## config.mk

```make
export PLATFORM = sky130hd
export DESIGN_NAME = psd_isqrt
export DESIGN_NICKNAME = d
export VERILOG_FILES = /design/src/psd_pkg.sv /design/src/psd_isqrt.sv
export SDC_FILE = /design/constraint.sdc
export NUM_CORES = 2
export LEC_CHECK = 0
export BUFFER_PORTS_ARGS = -buffer_cell sky130_fd_sc_hd__buf_2
export CAP_MARGIN = 20
export CELL_PAD_IN_SITES_DETAIL_PLACEMENT = 1
export CELL_PAD_IN_SITES_GLOBAL_PLACEMENT = 2
export CORE_ASPECT_RATIO = 1.25
export CORE_MARGIN = 5
export CORE_UTILIZATION = 41
export DETAILED_ROUTE_END_ITERATION = 8
export PLACE_DENSITY_LB_ADDON = 0.05
export SLEW_MARGIN = 10
export SYNTH_ARGS = -nofsm -noshare
export SYNTH_HDL_FRONTEND = slang
export SYNTH_SLANG_ARGS = --single-unit
```

## constraint.sdc

```tcl
create_clock -name clk_i -period 3.2 [get_ports clk_i]
set_input_delay 0.16 -clock clk_i [delete_from_list [all_inputs] [get_ports clk_i]]
set_output_delay 0.16 -clock clk_i [all_outputs]
set_load 0.01 [all_outputs]
```

## src/psd_pkg.sv

```systemverilog
// Shared constants and types for the point-to-segment distance block.
package psd_pkg;

  localparam int COORD_BITS_DEF = 24;
  localparam int DIST_BITS      = 25;

  typedef enum logic [1:0] {
    PART_START    = 2'd0,
    PART_END      = 2'd1,
    PART_INTERIOR = 2'd2
  } part_e;

endpackage

```

## src/psd_isqrt.sv

```systemverilog
// Pipelined floor square root, one root bit per stage.
module psd_isqrt
  import psd_pkg::*;
#(
  parameter int RW = 26,
  localparam int NW = 2 * RW
) (
  input  logic          clk_i,
  input  logic          rst_ni,
  input  logic          en_i,
  input  logic          valid_i,
  input  part_e         part_i,
  input  logic [NW-1:0] n_i,
  output logic          valid_o,
  output part_e         part_o,
  output logic [RW-1:0] root_o
);

  logic          vld [RW+1];
  part_e         prt [RW+1];
  logic [RW-1:0] root [RW+1];
  logic [RW-1:0] rem [RW];
  logic [NW-1:0] nv  [RW];

  assign vld[0]  = valid_i;
  assign prt[0]  = part_i;
  assign root[0] = '0;
  assign rem[0]  = '0;
  assign nv[0]   = n_i;

  for (genvar k = 0; k < RW; k++) begin : g_stage
    logic [RW+1:0] rs, trial, rd;
    logic          ge;

    always_comb begin
      rs    = {rem[k], nv[k][NW-1-2*k -: 2]};
      trial = {root[k], 2'b01};
      ge    = rs >= trial;
      rd    = ge ? rs - trial : rs;
    end

    always_ff @(posedge clk_i or negedge rst_ni) begin
      if (!rst_ni) begin
        vld[k+1] <= 1'b0;
      end else if (en_i) begin
        vld[k+1] <= vld[k];
      end
    end

    always_ff @(posedge clk_i) begin
      if (en_i) begin
        prt[k+1]  <= prt[k];
        root[k+1] <= {root[k][RW-2:0], ge};
      end
    end

    if (k < RW - 1) begin : g_carry
      always_ff @(posedge clk_i) begin
        if (en_i) begin
          rem[k+1] <= rd[RW-1:0];
          nv[k+1]  <= nv[k];
        end
      end
    end
  end

  assign valid_o = vld[RW];
  assign part_o  = prt[RW];
  assign root_o  = root[RW];

endmodule

```

# After elaboration in Yosys (flattened, before gate mapping)
# Cells that the tools add are included.
[classes]
n_addsub = 25
n_mul = 0
div = 0
magnitude_cmp = 26
n_eq_ne = 0
shifts = 0
n_mux = 25
bitwise = 0
reduce_logical = 0
[op_table]
columns = ["cell", "count"]
rows = [
  ["26-bit 2-to-1 mux", 24],
  ["28-bit by 10-bit >= comparator with 1-bit output", 1],
  ["28-bit by 11-bit >= comparator with 1-bit output", 1],
  ["28-bit by 12-bit >= comparator with 1-bit output", 1],
  ["28-bit by 13-bit >= comparator with 1-bit output", 1],
  ["28-bit by 14-bit >= comparator with 1-bit output", 1],
  ["28-bit by 15-bit >= comparator with 1-bit output", 1],
  ["28-bit by 16-bit >= comparator with 1-bit output", 1],
  ["28-bit by 17-bit >= comparator with 1-bit output", 1],
  ["28-bit by 18-bit >= comparator with 1-bit output", 1],
  ["28-bit by 19-bit >= comparator with 1-bit output", 1],
  ["28-bit by 20-bit >= comparator with 1-bit output", 1],
  ["28-bit by 21-bit >= comparator with 1-bit output", 1],
  ["28-bit by 22-bit >= comparator with 1-bit output", 1],
  ["28-bit by 23-bit >= comparator with 1-bit output", 1],
  ["28-bit by 24-bit >= comparator with 1-bit output", 1],
  ["28-bit by 25-bit >= comparator with 1-bit output", 1],
  ["28-bit by 26-bit >= comparator with 1-bit output", 1],
  ["28-bit by 27-bit >= comparator with 1-bit output", 1],
  ["28-bit by 3-bit >= comparator with 1-bit output", 1],
  ["28-bit by 4-bit >= comparator with 1-bit output", 1],
  ["28-bit by 5-bit >= comparator with 1-bit output", 1],
  ["28-bit by 6-bit >= comparator with 1-bit output", 1],
  ["28-bit by 7-bit >= comparator with 1-bit output", 1],
  ["other kinds (29)", 29],
]
[totals]
ff_bits = 1706
latch_bits = 0
mem_bits_rw = 0
romBits = 0
word_cells = 205
memories = 0

# Depth between registers and ports, before layout
[logic_depth]
depth_word = 2
ltp_mapped = 14

# Worst setup path before layout
# No wires, ideal clock.
[synth_path]
kind = "reg2reg"
startpoint = "register rem, in the netlist g_stage[6].rs[8]"
endpoint = "register rem, in the netlist g_stage[7].rs[24], data pin"
setup_time_ns = 0.271
arrival_time_ns = 2.942
t_required_ns = 2.929
slack_ns = -0.013
path_stages_with_launch = 11
n_path_buf = 1
cell_sequence = "edfxtp_1 or4_4 or4b_4 or3_4 or3_1 buf_6 nor2b_4 nor3_2 a211oi_2 nor4_1 xor2_1"
[synth_via]
elab_chain_cells = 2
[synth_lines]
columns = ["item", "line", "source"]
rows = [
  ["start, declared", "psd_isqrt.sv:22", "logic [RW-1:0] rem [RW];"],
  ["start signal, assigned by index", "psd_isqrt.sv:60", "rem[k+1] <= rd[RW-1:0];"],
  ["26-bit by 8-bit subtractor with 26-bit output / 28-bit by 8-bit >= comparator with 1-bit output (equally long branches)", "psd_isqrt.sv:39, psd_isqrt.sv:38", ""],
  ["26-bit 2-to-1 mux *", "psd_isqrt.sv:39", "rd = ge ? rs - trial : rs;"],
  ["via g_stage[6].rd[22]", "psd_isqrt.sv:32", "logic [RW+1:0] rs, trial, rd;"],
]
# Mark *: on every way through the listed nets, which the timed path passes. The rest lies on a longest branch.
# A chain may end at the register's enable or synchronous reset.

# Final worst setup path
# Same ends and word-level chain as after synthesis.

==> flow_metrics.tcl <==
set metrics [dict create \
    setup_violations 5 \
    critPathKind "reg2reg" \
    synth.net_count 6180 \
    final_nets 6859 \
    synthFlopType "edfxtp_1" \
    grt_start_max_net_pins 111 \
    drv_slew 0 \
    grt_usage_pct 16.6 \
    worstMarginPinSlew_ns 0.693 \
    routabilityCongestion 0.817 \
    synth_top_area_share_pct 65.2 \
    drive_above_1_share_pct 15.5 \
    synth_cell_types 89 \
    area_growth_syn_to_layout_pct 19.1 \
    die_area_sq_mm 0.196 \
    pwr_density_cell_mw_per_mm2 692 \
    netlist_instances 5743 \
    io_buffers 86 \
    outcome "finished, violations left" \
    synth_top_area_cell "edfxtp_1" \
    p_leak_nw 35.7 \
    ctsHtreeMaxLevel 4 \
    cap_violations 0 \
    antenna_found_initial 3 \
    dp.cells 8612 \
    synth-seq-cells 1694 \
    final-hold-violation-count 0 \
    core-area_sq_mm 0.186 \
    max-vdd-ir-drop_mv 0.537 \
    multi_input_area_sq_mm 0.0248 \
    seq_area_sq_mm 0.0507 \
    synth.area.top_cells "edfxtp_1 65%, ha_1 6.2%, xnor2_1 3.0%, xor2_1 2.8%, a21oi_1 2.6%" \
    grt_overflow 0 \
    grt_setup_unrepaired "true" \
    min_period_ns 3.23 \
    routed_wl_um 164000 \
    crit_required_ns 3.74 \
    fin_ws_ns -0.0282 \
    firstDrtPassIters 5 \
    place_ws_ns -0.327 \
    cts_root_buf "clkbuf_16" \
    yosysWarnings 0 \
    grt_pass1_wl_um 262000 \
    ys_seq_area_share_pct 66.0 \
    num_vias 45700 \
    hold_path.class "in2reg" \
    cp_max_fo 4 \
    violations "setup timing" \
    synth.avg_cell_area_sq_um 13.4 \
    cp-end-kind "flop" \
    vias_per_cell 5.03 \
    dpl.hpwl_um 119000 \
    die_h_um 494 \
    num_rows 177 \
    relSlewSlack_pct 53.8 \
    wire_per_inst_um 18.1 \
    async_flop_share_pct 1.53 \
    ios 87 \
    path_clk_slew_ns 0.06 \
    stdcell_count 9077 \
    grt_pass1_vias 48500 \
    cts_buffers 176 \
    syn_area_sq_mm 0.0768 \
    start_kind "flop" \
    cts_buffer_depth 3 \
    skew_ns 0.0387 \
    cts_sinks 1694 \
    fillers 18600 \
    timing.setup.tns_ns -0.0534 \
    period_share_pct 101 \
    postRouteAntennaNets 0 \
    drc 0 \
    fmax_mhz 310 \
    clock_latency_ns 0.81 \
    cts_tree "yes" \
    yosysMostFrequentCell "edfxtp_1" \
    drt-initial-drc-count 2027 \
    die_w_um 397 \
    cp.arrival_ns 3.77 \
    synth-edff-count 1668 \
    yosys-top-cells-count "1668 x edfxtp_1, 467 x inv_1, 405 x a21oi_1, 379 x ha_1, 373 x nor2_1" \
    initial_core_util_pct 41.3 \
]
## layout by cell type (no fill, tap or decap), drive strengths merged, types with 20 or more instances in the layout
master,Yosys,routed
nand2b,72,72
and3,34,34
bufinv,0,25
ha,379,379
nand4,52,52
or3,64,64
nor2b,59,59
a21oi,405,405
nor2,373,373
o31ai,30,30
clkinv,0,72
o21ai,231,231
xor2,247,247
inv,469,476
buf,12,488
clkbuf,79,217
or4,31,31
nor4,78,78
or2,30,30
xnor2,261,261
nand2,335,335
a21o,147,147
nor3,129,129
o21a,52,52
dlygate4sd3,0,99
edfxtp,1668,1668
a211oi,30,30
a31oi,20,20
dfrtp,26,26
nand3,94,94
o21bai,31,31
mux2,86,86
## stage by stage
stage                     cell area [sq um]  total power, W  hold slack, ns  util (%)
after floorplan                       76800          0.0378          -0.136         -
after global placement                83200          0.0421           0.183      44.7
after detailed placement              83200          0.0423           0.198      44.7
after CTS                             90400          0.0641        0.000226      48.6
after global routing                  91500          0.0670          0.0381      49.1
final                                 91500          0.0633          0.0843      49.1
## path summary, 6_finish.rpt
check                                    endpoint        startpoint  slack (ns)  cells past startpoint
worst max-delay path            g_stage[7].rs[24]  g_stage[6].rs[8]       -0.03                     10
worst min-delay path                     nv[1278]           n_i[30]        0.08                      2
worst max register to register  g_stage[7].rs[24]  g_stage[6].rs[8]       -0.03                     10
worst min register to register  g_stage[24].rs[1]           nv[107]        0.40                      0
max in group asynchronous                 vld[15]            rst_ni        2.67                      4
min in group asynchronous                 vld[25]            rst_ni        0.38                      4
## layer usage
| metal | vias to the layer above | track usage [%] | wire (um) |
|---|---|---|---|
| met4 | 2 | 4.68 | 4230 |
| met2 | 418 | 29.8 | 83900 |
| li1 | 22500 | - | - |
| met5 | - | 0 | 12 |
| met1 | 22400 | 20.7 | 71400 |
| met3 | 247 | 2.51 | 4370 |
## sequential cells by signal (all words and copies together) (netlist names)
signal and count:
g_stage.rs 665, valid_o 1, prt 50, part_o 2, root_o 26, vld 25
nv 600, g_stage.trial 325
## critical path, cell delays in order, from the launching register on
cell and delay, ns:
edfxtp_1 0.40, or4_4 0.56, or4b_4 0.50, or3_4 0.34, or3_4 0.36, nor2b_4 0.19, nor4_4 0.05, a211oi_2 0.20
buf_4 0.17, nor4_2 0.04, xor2_1 0.14
## final cells by class
cell class              count  share of cell area (%)
flip-flops and latches   1694                    55.5
multi-input cells        3489                    27.1
repair buffers            592                    5.51
clock buffers             212                    4.98
well taps                2506                    3.43
inverters                 469                    1.92
clock inverters           114                    1.59
diodes                      1                 0.00274
## report_power, final
| part | leakage, nW | switching (W) | internal [W] |
|---|---|---|---|
| Combinational | 16.5 | 0.00676 | 0.00584 |
| Sequential | 16.3 | 0.00169 | 0.0280 |
| Clock | 2.89 | 0.00876 | 0.0123 |
| Total | 35.7 | 0.0172 | 0.0461 |
## repair_timing
action,4_1_cts,5_1_grt
cloned,0,5
setup endpoints to repair,109,234
endpoints found under the hold margin,173,0
pin swaps,3,25
resized for setup,36,149
hold buffers,100,0
setup buffers,4,30
## logic make-up (layout without fill, tap and decap cells)
| kind of cell | count (synthesis) | in the layout | synth area share (%) |
|---|---|---|---|
| compound gates | 1090 | 1090 | 8.78 |
| xor+xnor | 508 | 508 | 5.79 |
| fa+ha+maj | 379 | 379 | 6.17 |
| buf+inv | 560 | 1387 | 2.76 |
| flops | 1694 | 1694 | 66.0 |
| mux | 90 | 90 | 1.31 |
| other cells | 1 | 2 | 0.00488 |
| simple gates | 1421 | 1421 | 9.15 |
(Power assumes the default switching activity.)
